==> src/rtl/core/c32pd_pkg.sv <==
package c32pd_pkg;

    localparam int DATA_W = 32;
    localparam int ADDR_W = 3;
    localparam int COUNT_W = 33;

    localparam logic [31:0] CRC_POLY = 32'hEDB88320;
    localparam logic [31:0] CRC_INIT = 32'hFFFFFFFF;
    localparam int HDR_BYTES = 8;
    localparam int TRAILER_BYTES = 4;

    localparam logic REG_SYNC_FIRST = 1'b0;
    localparam logic REG_SYNC_SECOND = 1'b1;

    localparam logic KIND_PAYLOAD = 1'b0;
    localparam logic KIND_END = 1'b1;

    localparam logic [1:0] STATUS_OK = 2'd0;
    localparam logic [1:0] STATUS_SYNC = 2'd1;
    localparam logic [1:0] STATUS_CRC = 2'd2;

    typedef struct packed {
        logic        item_kind;
        logic [7:0]  payload_byte;
        logic [31:0] payload_offset;
        logic [1:0]  frame_status;
        logic [7:0]  command_kind;
        logic [7:0]  command_code;
        logic [31:0] length_seen;
        logic        packet_mode;
    } out_item_t;

    function automatic logic [31:0] crc32_byte(input logic [31:0] crc_in,
                                               input logic [7:0] data);
        logic [31:0] crc;
        crc = crc_in ^ {24'd0, data};
        for (int k = 0; k < 8; k++)
        begin
            if (crc[0])
            begin
                crc = (crc >> 1) ^ CRC_POLY;
            end
            else
            begin
                crc = crc >> 1;
            end
        end
        return crc;
    endfunction

endpackage

==> src/rtl/core/c32pd_in_if.sv <==
interface c32pd_in_if;
    logic       valid;
    logic       ready;
    logic [7:0] rx_byte;

    modport source (output valid, output rx_byte, input ready);
    modport sink (input valid, input rx_byte, output ready);
endinterface

==> src/rtl/core/c32pd_out_if.sv <==
interface c32pd_out_if;
    logic        valid;
    logic        ready;
    logic        item_kind;
    logic [7:0]  payload_byte;
    logic [31:0] payload_offset;
    logic [1:0]  frame_status;
    logic [7:0]  command_kind;
    logic [7:0]  command_code;
    logic [31:0] length_seen;
    logic        packet_mode;

    modport source (
        output valid, output item_kind, output payload_byte, output payload_offset,
        output frame_status, output command_kind, output command_code,
        output length_seen, output packet_mode, input ready
    );
    modport sink (
        input valid, input item_kind, input payload_byte, input payload_offset,
        input frame_status, input command_kind, input command_code,
        input length_seen, input packet_mode, output ready
    );
endinterface

==> src/rtl/core/crc32_packet_deframer.sv <==
// Length-prefixed frame receiver: takes one byte per transfer on rx_chan and
// sustains one byte per clock cycle while the skid register is empty, since
// the eight-bit CRC-32 update and the frame bookkeeping complete in the cycle
// the byte is accepted. Payload bytes are registered before leaving on tx_chan,
// and the last CRC byte produces an end item carrying the frame status (ok,
// sync mismatch, CRC mismatch). A two-entry output buffer (result register
// plus skid register) keeps rx_chan ready while one result waits on tx_chan.
// Registers sync_first and sync_second sit at byte addresses 0 and 4 of the
// APB port and should be written only while no frame is in progress.
module crc32_packet_deframer (
    input  logic                          clk,
    input  logic                          rst_n,
    input  logic                          psel,
    input  logic                          penable,
    input  logic                          pwrite,
    input  logic [c32pd_pkg::ADDR_W-1:0]  paddr,
    input  logic [c32pd_pkg::DATA_W-1:0]  pwdata,
    output logic [c32pd_pkg::DATA_W-1:0]  prdata,
    output logic                          pready,
    c32pd_in_if.sink                      rx_chan,
    c32pd_out_if.source                   tx_chan
);
    import c32pd_pkg::*;

    logic [7:0] sync_first_reg;
    logic [7:0] sync_second_reg;
    logic       reg_index;

    logic [COUNT_W-1:0] byte_count_reg, byte_count_next;
    logic [31:0]        crc_running_reg, crc_running_next;
    logic [31:0]        crc_received_reg, crc_received_next;
    logic [7:0]         header_kind_reg, header_kind_next;
    logic [7:0]         header_code_reg, header_code_next;
    logic [31:0]        header_length_reg, header_length_next;
    logic               sync_good_reg, sync_good_next;
    logic               mode_flag_reg, mode_flag_next;

    out_item_t out_reg;
    out_item_t skid_reg;
    logic      out_valid_reg;
    logic      skid_valid_reg;

    out_item_t          result;
    logic               has_result;
    logic               accept;
    logic               out_drain;
    logic [7:0]         rx_b;
    logic [COUNT_W-1:0] pay_end;
    logic [COUNT_W-1:0] pay_pos;
    logic [COUNT_W-1:0] crc_idx;
    logic [31:0]        crc_step;

    assign pready = 1'b1;
    assign reg_index = paddr[2];
    assign prdata = (reg_index == REG_SYNC_SECOND) ? {24'd0, sync_second_reg}
                                                   : {24'd0, sync_first_reg};

    always_ff @(posedge clk or negedge rst_n)
    begin
        if (!rst_n)
        begin
            sync_first_reg <= 8'd0;
            sync_second_reg <= 8'd0;
        end
        else if (psel && penable && pwrite && pready)
        begin
            if (reg_index == REG_SYNC_FIRST)
            begin
                sync_first_reg <= pwdata[7:0];
            end
            else
            begin
                sync_second_reg <= pwdata[7:0];
            end
        end
    end

    assign rx_chan.ready = !skid_valid_reg;
    assign accept = rx_chan.valid && rx_chan.ready;
    assign out_drain = out_valid_reg && tx_chan.ready;
    assign rx_b = rx_chan.rx_byte;

    assign pay_end = COUNT_W'(HDR_BYTES) + {1'b0, header_length_reg};
    assign pay_pos = byte_count_reg - COUNT_W'(HDR_BYTES);
    assign crc_idx = byte_count_reg - pay_end;
    assign crc_step = crc32_byte(crc_running_reg, rx_b);

    always_comb
    begin
        byte_count_next = byte_count_reg;
        crc_running_next = crc_running_reg;
        crc_received_next = crc_received_reg;
        header_kind_next = header_kind_reg;
        header_code_next = header_code_reg;
        header_length_next = header_length_reg;
        sync_good_next = sync_good_reg;
        mode_flag_next = mode_flag_reg;
        has_result = 1'b0;

        result.item_kind = KIND_PAYLOAD;
        result.payload_byte = 8'd0;
        result.payload_offset = 32'd0;
        result.frame_status = STATUS_OK;
        result.command_kind = header_kind_reg;
        result.command_code = header_code_reg;
        result.length_seen = header_length_reg;
        result.packet_mode = 1'b0;

        if (accept)
        begin
            if (byte_count_reg == '0 && !mode_flag_reg && rx_b == sync_first_reg)
            begin
                mode_flag_next = 1'b1;
            end

            if (byte_count_reg < COUNT_W'(HDR_BYTES))
            begin
                crc_running_next = crc_step;
                byte_count_next = byte_count_reg + COUNT_W'(1);
                case (byte_count_reg[2:0])
                    3'd0:
                    begin
                        if (rx_b != sync_first_reg)
                        begin
                            sync_good_next = 1'b0;
                        end
                    end
                    3'd1:
                    begin
                        if (rx_b != sync_second_reg)
                        begin
                            sync_good_next = 1'b0;
                        end
                    end
                    3'd2: header_kind_next = rx_b;
                    3'd3: header_code_next = rx_b;
                    3'd4: header_length_next[7:0] = rx_b;
                    3'd5: header_length_next[15:8] = rx_b;
                    3'd6: header_length_next[23:16] = rx_b;
                    3'd7: header_length_next[31:24] = rx_b;
                    default: header_kind_next = header_kind_reg;
                endcase
            end
            else if (byte_count_reg < pay_end)
            begin
                crc_running_next = crc_step;
                byte_count_next = byte_count_reg + COUNT_W'(1);
                has_result = 1'b1;
                result.payload_byte = rx_b;
                result.payload_offset = pay_pos[31:0];
                result.packet_mode = mode_flag_next;
            end
            else
            begin
                crc_received_next = {rx_b, crc_received_reg[31:8]};
                if (crc_idx >= COUNT_W'(TRAILER_BYTES - 1))
                begin
                    has_result = 1'b1;
                    result.item_kind = KIND_END;
                    if (!sync_good_reg)
                    begin
                        result.frame_status = STATUS_SYNC;
                    end
                    else if ((crc_running_reg ^ CRC_INIT) != crc_received_next)
                    begin
                        result.frame_status = STATUS_CRC;
                    end
                    byte_count_next = '0;
                    crc_running_next = CRC_INIT;
                    crc_received_next = 32'd0;
                    sync_good_next = 1'b1;
                    mode_flag_next = 1'b0;
                end
                else
                begin
                    byte_count_next = byte_count_reg + COUNT_W'(1);
                end
            end
        end
    end

    always_ff @(posedge clk or negedge rst_n)
    begin
        if (!rst_n)
        begin
            byte_count_reg <= '0;
            crc_running_reg <= CRC_INIT;
            crc_received_reg <= 32'd0;
            header_kind_reg <= 8'd0;
            header_code_reg <= 8'd0;
            header_length_reg <= 32'd0;
            sync_good_reg <= 1'b1;
            mode_flag_reg <= 1'b0;
        end
        else
        begin
            byte_count_reg <= byte_count_next;
            crc_running_reg <= crc_running_next;
            crc_received_reg <= crc_received_next;
            header_kind_reg <= header_kind_next;
            header_code_reg <= header_code_next;
            header_length_reg <= header_length_next;
            sync_good_reg <= sync_good_next;
            mode_flag_reg <= mode_flag_next;
        end
    end

    always_ff @(posedge clk or negedge rst_n)
    begin
        if (!rst_n)
        begin
            out_valid_reg <= 1'b0;
            skid_valid_reg <= 1'b0;
        end
        else if (skid_valid_reg)
        begin
            if (out_drain)
            begin
                skid_valid_reg <= 1'b0;
            end
        end
        else if (has_result)
        begin
            if (out_valid_reg && !tx_chan.ready)
            begin
                skid_valid_reg <= 1'b1;
            end
            else
            begin
                out_valid_reg <= 1'b1;
            end
        end
        else if (out_drain)
        begin
            out_valid_reg <= 1'b0;
        end
    end

    always_ff @(posedge clk)
    begin
        if (skid_valid_reg)
        begin
            if (out_drain)
            begin
                out_reg <= skid_reg;
            end
        end
        else if (has_result)
        begin
            if (out_valid_reg && !tx_chan.ready)
            begin
                skid_reg <= result;
            end
            else
            begin
                out_reg <= result;
            end
        end
    end

    assign tx_chan.valid = out_valid_reg;
    assign tx_chan.item_kind = out_reg.item_kind;
    assign tx_chan.payload_byte = out_reg.payload_byte;
    assign tx_chan.payload_offset = out_reg.payload_offset;
    assign tx_chan.frame_status = out_reg.frame_status;
    assign tx_chan.command_kind = out_reg.command_kind;
    assign tx_chan.command_code = out_reg.command_code;
    assign tx_chan.length_seen = out_reg.length_seen;
    assign tx_chan.packet_mode = out_reg.packet_mode;

    a_skid_implies_out: assert property (@(posedge clk) disable iff (!rst_n)
        skid_valid_reg |-> out_valid_reg)
        else $error("skid register holds a result while the output register is empty");

    a_end_clears_count: assert property (@(posedge clk) disable iff (!rst_n)
        (has_result && result.item_kind == KIND_END) |=>
            (byte_count_reg == '0 && !mode_flag_reg && sync_good_reg))
        else $error("frame state not cleared after end of frame");

    a_sync_bad_mid_frame: assert property (@(posedge clk) disable iff (!rst_n)
        !sync_good_reg |-> byte_count_reg != '0)
        else $error("sync failure flagged outside a frame");

    a_end_mode_low: assert property (@(posedge clk) disable iff (!rst_n)
        (out_valid_reg && out_reg.item_kind == KIND_END) |-> !out_reg.packet_mode)
        else $error("end item shows packet mode");

    a_status_code: assert property (@(posedge clk) disable iff (!rst_n)
        out_valid_reg |-> (out_reg.frame_status == STATUS_OK ||
                           out_reg.frame_status == STATUS_SYNC ||
                           out_reg.frame_status == STATUS_CRC))
        else $error("undefined frame status code");

endmodule
==> src/flat_wrapper.sv <==
// flat-port wrapper written by rule: the top's interface ports become plain ports
module crc32_packet_deframer_flat import c32pd_pkg::*;
  (clk, rst_n, psel, penable, pwrite, paddr, pwdata, prdata, pready, rx_chan_valid, rx_chan_rx_byte, rx_chan_ready, tx_chan_valid, tx_chan_item_kind, tx_chan_payload_byte, tx_chan_payload_offset, tx_chan_frame_status, tx_chan_command_kind, tx_chan_command_code, tx_chan_length_seen, tx_chan_packet_mode, tx_chan_ready);
  c32pd_in_if rx_chan_i ();
  c32pd_out_if tx_chan_i ();
  input  logic clk;
  input  logic rst_n;
  input  logic psel;
  input  logic penable;
  input  logic pwrite;
  input  logic [c32pd_pkg::ADDR_W-1:0] paddr;
  input  logic [c32pd_pkg::DATA_W-1:0] pwdata;
  output logic [c32pd_pkg::DATA_W-1:0] prdata;
  output logic pready;
  input wire logic [$bits(rx_chan_i.valid)-1:0] rx_chan_valid;
  input wire logic [$bits(rx_chan_i.rx_byte)-1:0] rx_chan_rx_byte;
  output wire logic [$bits(rx_chan_i.ready)-1:0] rx_chan_ready;
  output wire logic [$bits(tx_chan_i.valid)-1:0] tx_chan_valid;
  output wire logic [$bits(tx_chan_i.item_kind)-1:0] tx_chan_item_kind;
  output wire logic [$bits(tx_chan_i.payload_byte)-1:0] tx_chan_payload_byte;
  output wire logic [$bits(tx_chan_i.payload_offset)-1:0] tx_chan_payload_offset;
  output wire logic [$bits(tx_chan_i.frame_status)-1:0] tx_chan_frame_status;
  output wire logic [$bits(tx_chan_i.command_kind)-1:0] tx_chan_command_kind;
  output wire logic [$bits(tx_chan_i.command_code)-1:0] tx_chan_command_code;
  output wire logic [$bits(tx_chan_i.length_seen)-1:0] tx_chan_length_seen;
  output wire logic [$bits(tx_chan_i.packet_mode)-1:0] tx_chan_packet_mode;
  input wire logic [$bits(tx_chan_i.ready)-1:0] tx_chan_ready;
  assign rx_chan_i.valid = rx_chan_valid;
  assign rx_chan_i.rx_byte = rx_chan_rx_byte;
  assign rx_chan_ready = rx_chan_i.ready;
  assign tx_chan_valid = tx_chan_i.valid;
  assign tx_chan_item_kind = tx_chan_i.item_kind;
  assign tx_chan_payload_byte = tx_chan_i.payload_byte;
  assign tx_chan_payload_offset = tx_chan_i.payload_offset;
  assign tx_chan_frame_status = tx_chan_i.frame_status;
  assign tx_chan_command_kind = tx_chan_i.command_kind;
  assign tx_chan_command_code = tx_chan_i.command_code;
  assign tx_chan_length_seen = tx_chan_i.length_seen;
  assign tx_chan_packet_mode = tx_chan_i.packet_mode;
  assign tx_chan_i.ready = tx_chan_ready;
  crc32_packet_deframer u_core (.clk(clk), .rst_n(rst_n), .psel(psel), .penable(penable), .pwrite(pwrite), .paddr(paddr), .pwdata(pwdata), .prdata(prdata), .pready(pready), .rx_chan(rx_chan_i), .tx_chan(tx_chan_i));
endmodule
==> config.mk <==
export PLATFORM = sky130hd
export DESIGN_NAME = crc32_packet_deframer_flat
export DESIGN_NICKNAME = d
export VERILOG_FILES = /design/src/rtl/core/c32pd_pkg.sv /design/src/rtl/core/c32pd_in_if.sv /design/src/rtl/core/c32pd_out_if.sv /design/src/rtl/core/crc32_packet_deframer.sv /design/src/flat_wrapper.sv
export SDC_FILE = /design/constraint.sdc
export NUM_CORES = 1
export LEC_CHECK = 0
export BUFFER_PORTS_ARGS = -buffer_cell sky130_fd_sc_hd__clkbuf_2
export CORE_ASPECT_RATIO = 2
export CORE_UTILIZATION = 45
export DETAILED_ROUTE_END_ITERATION = 10
export PLACE_DENSITY = 0.74
export SKIP_CTS_REPAIR_TIMING = 1
export SLEW_MARGIN = 0
export SYNTH_ARGS = -nofsm -noshare
export SYNTH_HDL_FRONTEND = slang
export SYNTH_SLANG_ARGS = --single-unit
==> constraint.sdc <==
create_clock -name clk -period 48.9 [get_ports clk]
set_clock_uncertainty 0.2 [all_clocks]
set_input_delay 9.78 -clock clk [delete_from_list [all_inputs] [get_ports clk]]
set_output_delay 9.78 -clock clk [all_outputs]
set_load 0.1 [all_outputs]
# Word-level counts from Yosys, hierarchy flattened
# Index checks and enable logic that the tools add are counted.
op_classes:
  mux: 52
  magnitude_cmp: 3
  n_reduce_logical: 30
  n_eq_ne: 18
  n_bitwise: 14
  add_sub_neg: 4
op_table:
  columns: ["cell", "count"]
  rows:
  - ["$mux W32", 12]
  - ["$mux W92", 4]
  - ["$not A13 Y14", 8]
  - ["$mux W33", 3]
  - ["$mux W43", 2]
  - ["$mux W40", 1]
  - ["$add A33 B1 Y33 const B", 1]
  - ["$add A4 B32 Y33 const A", 1]
  - ["$ge A33 B2 Y1 const B", 1]
  - ["$logic_not A33 Y1", 1]
  - ["$lt A33 B33 Y1", 1]
  - ["$lt A33 B4 Y1 const B", 1]
  - ["$sub A33 B33 Y33", 1]
  - ["$ne A32 B32 Y1", 1]
  - ["$not A32 Y32", 1]
  - ["$sub A32 B4 Y32 const B", 1]
  - ["$xor A32 B8 Y32", 1]
  - ["$reduce_and A3 Y1", 10]
  - ["$mux W1", 24]
  - ["$ne A8 B8 Y1", 2]
  - ["$eq A3 B3 Y1 const B", 4]
  - ["$ne A3 B3 Y1 const B", 3]
  - ["$eq A8 B8 Y1", 1]
  - ["$mux W2", 4]
  - ["other kinds (14)", 32]
word_totals:
  input_bits: 50
  elab_cells: 152
  ff_bits: 349
  out_inout_bits: 127

# Depth between registers and ports, before layout
logic_depth:
  word_depth: 19
  ltp_mapped: 21
  mapped_depth_nobuf: 18

# Worst setup path before layout
# OpenSTA, ideal clock, no wires.
synth_timing:
  path_kind: "in2reg"
  startpoint: "input rx_chan_valid"
  endpoint: "register u_core.skid_reg[0] (netlist bit) (enable)"
  path_stages: 3
  arrival_ps: 24341
  setup_time_ps: 1032
  n_path_buf: 0
  path_slack_ps: 23327
  cell_sequence: "nor2b_1 -> nand2b_1 -> a2111oi_0"
synth_via:
  elab_chain_len: 3
synth_rtl:
  columns: ["item", "line_no", "text"]
  rows:
  - ["start: declaration", "flat_wrapper.sv:15", "input wire logic [$bits(rx_chan_i.valid)-1:0] rx_chan_valid;"]
  - ["$logic_and A1 B1 Y1", "crc32_packet_deframer.sv:79", "assign accept = rx_chan.valid && rx_chan.ready;"]
  - ["$mux W1", "crc32_packet_deframer.sv:109", "if (accept)"]
  - ["$reduce_and A3 Y1 (no source line)", null, null]
  - ["end signal: assignment", "crc32_packet_deframer.sv:252", "skid_reg <= result;"]
  - ["end: declaration", "crc32_packet_deframer.sv:39", "out_item_t skid_reg;"]
# Every way passes these cells.
# A chain may end at the register's enable or synchronous reset.

# Worst setup path in the final report
layout_timing:
  startpoint: "input paddr[2] (netlist bit)"
  endpoint: "output prdata[4] (netlist bit)"
layout_via:
  elab_chain_len: 1
layout_rtl:
  columns: ["item", "line_no", "text"]
  rows:
  - ["start: declaration", "flat_wrapper.sv:11", "input logic [c32pd_pkg::ADDR_W-1:0] paddr;"]
  - ["$mux W8", "crc32_packet_deframer.sv:55", "assign prdata = (reg_index == REG_SYNC_SECOND) ? {24'd0, sync_second_reg}"]
  - ["end: declaration", "flat_wrapper.sv:13", "output logic [c32pd_pkg::DATA_W-1:0] prdata;"]
# Every way passes these cells.

==> flow_summary.json <==
{
  "status": "completed",
  "netlist_instances": 1596,
  "min_from": "u_core.header_code_reg[3]$_DFFE_PN0P_",
  "drtPass1Iterations": 5,
  "fmax_mhz": 48.1,
  "synth_top_family_by_area": "compound AO/OA/AOI/OAI gates",
  "synth-xor-area-share": 0.106,
  "diodes": 0,
  "gp_congestion": 0.943,
  "synth-seq-cells": 341,
  "fillCellCount": 3551,
  "cts-buffers-inserted": 30,
  "num_vias": 12700,
  "r2r_end": "u_core.tx_chan.length_seen[12]$_DFFE_PP_",
  "drtIter0Drc": 723,
  "cts_sinks": 341,
  "drc_errors": 0,
  "power.leakage_uw": 0.00826,
  "synthTopCellsByArea": "edfxtp_1 31%, dfrtp_1 17%, mux2_2 6.7%, xor2_1 5.6%, xnor2_1 5.1%",
  "clk_latency_ns": 0.60,
  "cp-start-kind": "input pin",
  "synth_fa_ha_area_frac": 0.0302,
  "whs_ns": 0.268,
  "grt_usage": 0.234,
  "final_max_slew_viol_count": 0,
  "fin_crit_ns": 20.77,
  "post-dp-hpwl_um": 33800,
  "tns_ns": 0,
  "cts-root-buf": "clkbuf_16",
  "syn_area_per_cell_um2": 11.3,
  "synth_cell_types": 70,
  "hold_end": "u_core.skid_reg[36]$_DFFE_PP_",
  "crit_top_cell": "clkbuf_2",
  "path_max_fanout": 10,
  "power.density_mw_per_mm2": 77.7,
  "fp-row-count": 103,
  "grt_pass1_vias": 12900,
  "criticalPathCategory": "input pin to primary output",
  "cpMaxStageDelayCell": "mux2_2",
  "crit_required_ns": 38.92,
  "yosysWarnings": 0,
  "grt_max_degree": 86,
  "synth_compound_area_frac": 0.114,
  "gr-total-overflow": 0,
  "cts_htree_levels": 1,
  "fin_crit_sh": 0.425,
  "drtAntennaViolNets": 0,
  "cts_tree": "yes",
  "yosys.area.top_type_share": 0.306,
  "r2r-start": "u_core.header_length_reg[3]$_DFFE_PN0P_",
  "ys_async_sr_fraction": 0.460,
  "whs_path_depth": 0,
  "die_w_um": 144,
  "initial_core_util": 0.457,
  "worstMarginPinSlew_ns": 1.23,
  "yosysMostFrequentCell": "edfxtp_1",
  "holdCritPathClass": "flip-flop to flip-flop",
  "final_nets": 1773,
  "hold_viol": 0,
  "io_buffers": 125,
  "boundaryPins": 177,
  "ys_seq_area_frac": 0.527,
  "cp-end-kind": "primary output",
  "syn_to_final_growth_pct": 11.3,
  "muxShareOfSynthArea": 0.0740,
  "largest_reg_flops": 92,
  "ir_drop_uv": 50.1,
  "viasPerCell": 5.70,
  "synth_simple_gate_area_frac": 0.109,
  "wl_per_cell_um": 20.9,
  "arrival_ns": 10.79,
  "path_clk_slew_ns": 0.07,
  "die-area_mm2": 0.0409,
  "synth_top_cell_by_area": "edfxtp_1",
  "syn-cell-area_mm2": 0.0180,
  "grt_first_pass_wirelength_um": 72400,
  "grt_antenna_before_repair": 0,
  "routed_wl_um": 46600,
  "slew_headroom": 0.180,
  "worstPathCellList": "clkbuf_2 -> mux2_2 -> clkbuf_2",
  "r2r_cells": 20,
  "reg2reg_slack_ns": 41.43,
  "setup_violations": 0,
  "slowest_delay_ns": 0.39,
  "die_h_um": 285,
  "clock_path_buffers": 3,
  "drive_gt1_frac": 0.209,
  "synth_edf_count": 184,
  "grt_setup_unrepaired": "no",
  "maxCapViolCount": 0,
  "ys.flop_type": "edfxtp_1",
  "yosys-top-cells-count": "184 x edfxtp_1, 127 x nand2_1, 124 x dfrtp_1",
  "coreArea_mm2": 0.0394
}
-- layout make-up --
class	count	area, um^2	area share
clock buffer	36	783	0.0390
clock inverter	20	297	0.0148
inverter	29	109	0.00542
multi-input combinational	1138	7980	0.398
sequential	341	9500	0.473
tap	525	657	0.0327
timing repair buffer	140	744	0.0371
-- worst max-delay path: cells and delay by family --
family                 cells  cell delay (ns)
buffers and inverters      2             0.62
muxes                      1             0.39
-- cell families after synthesis --
family,Yosys count
xor gates and xnor gates,219
AOI/OAI and AO/OA,332
other,2
DFF,341
and+or+nand+nor,403
adders and majority gates,43
buffers and inverters,140
muxes,116
-- layout by cell type, fill, tap and decap left out, types with 4 or more instances in the layout --
| master | count |
|---|---|
| o22ai_1 | 32 |
| a31oi_1 | 7 |
| clkbuf_1 | 5 |
| nor2_1 | 114 |
| nand2_1 | 127 |
| nand4_1 | 30 |
| buf_4 | 15 |
| edfxtp_1 | 184 |
| o21a_1 | 10 |
| nand3_1 | 30 |
| xnor2_1 | 104 |
| mux2_4 | 8 |
| mux2_2 | 107 |
| xor2_1 | 115 |
| nor2b_1 | 4 |
| conb_1 | 25 |
| or3_1 | 5 |
| and3_1 | 23 |
| o21ai_0 | 55 |
| ha_1 | 42 |
| o211ai_1 | 11 |
| clkinv_1 | 5 |
| clkbuf_16 | 30 |
| nor4_1 | 16 |
| and4_1 | 5 |
| a211oi_1 | 8 |
| clkbuf_2 | 124 |
| nand2b_1 | 4 |
| o31ai_1 | 6 |
| a21o_1 | 50 |
| dfrtp_1 | 123 |
| o2111ai_1 | 5 |
| dfstp_2 | 33 |
| inv_1 | 29 |
| bufinv_16 | 7 |
| a21oi_1 | 115 |
| nor3_1 | 20 |
-- worst max path at each step --
stage                              endpoint     startpoint  slack (ns)
3_3_place_gp                      prdata[4]       paddr[2]       28.13
2_1_floorplan  u_core.skid_reg[0]$_DFFE_PP_  rx_chan_valid       23.33
3_5_place_dp                      prdata[4]       paddr[2]       28.14
4_1_cts                           prdata[4]       paddr[2]       28.13
5_1_grt                           prdata[2]       paddr[2]       28.11
6_report                          prdata[4]       paddr[2]       28.13
-- stage by stage --
stage	total power, uW	setup WS, ns	utilization	instance area, um^2	instances
2_1_floorplan	1150	23.33	-	18100	1619
6_report	1560	28.13	0.509	20100	2229
3_3_place_gp	1280	28.13	0.481	19000	2173
3_5_place_dp	1300	28.14	0.481	19000	2173
5_1_grt	1630	28.11	0.509	20100	2229
4_1_cts	1560	28.13	0.509	20100	2229
-- report_power, final --
part	switching, uW	leakage, uW	total, uW	internal, uW
registers	78.3	0.00370	508	429
clock network	110	0.000517	262	152
logic	559	0.00404	789	230
total	747	0.00826	1560	811
-- layer usage --
| layer | GRT usage | vias up | part of all wire |
|---|---|---|---|
| li1 | - | 5900 | - |
| met3 | 0.0238 | 138 | 0.034 |
| met5 | 0 | - | 0 |
| met1 | 0.237 | 6313 | 0.34 |
| met2 | 0.449 | 361 | 0.56 |
| met4 | 0.138 | 0 | 0.060 |
(Power assumes the default switching activity.)
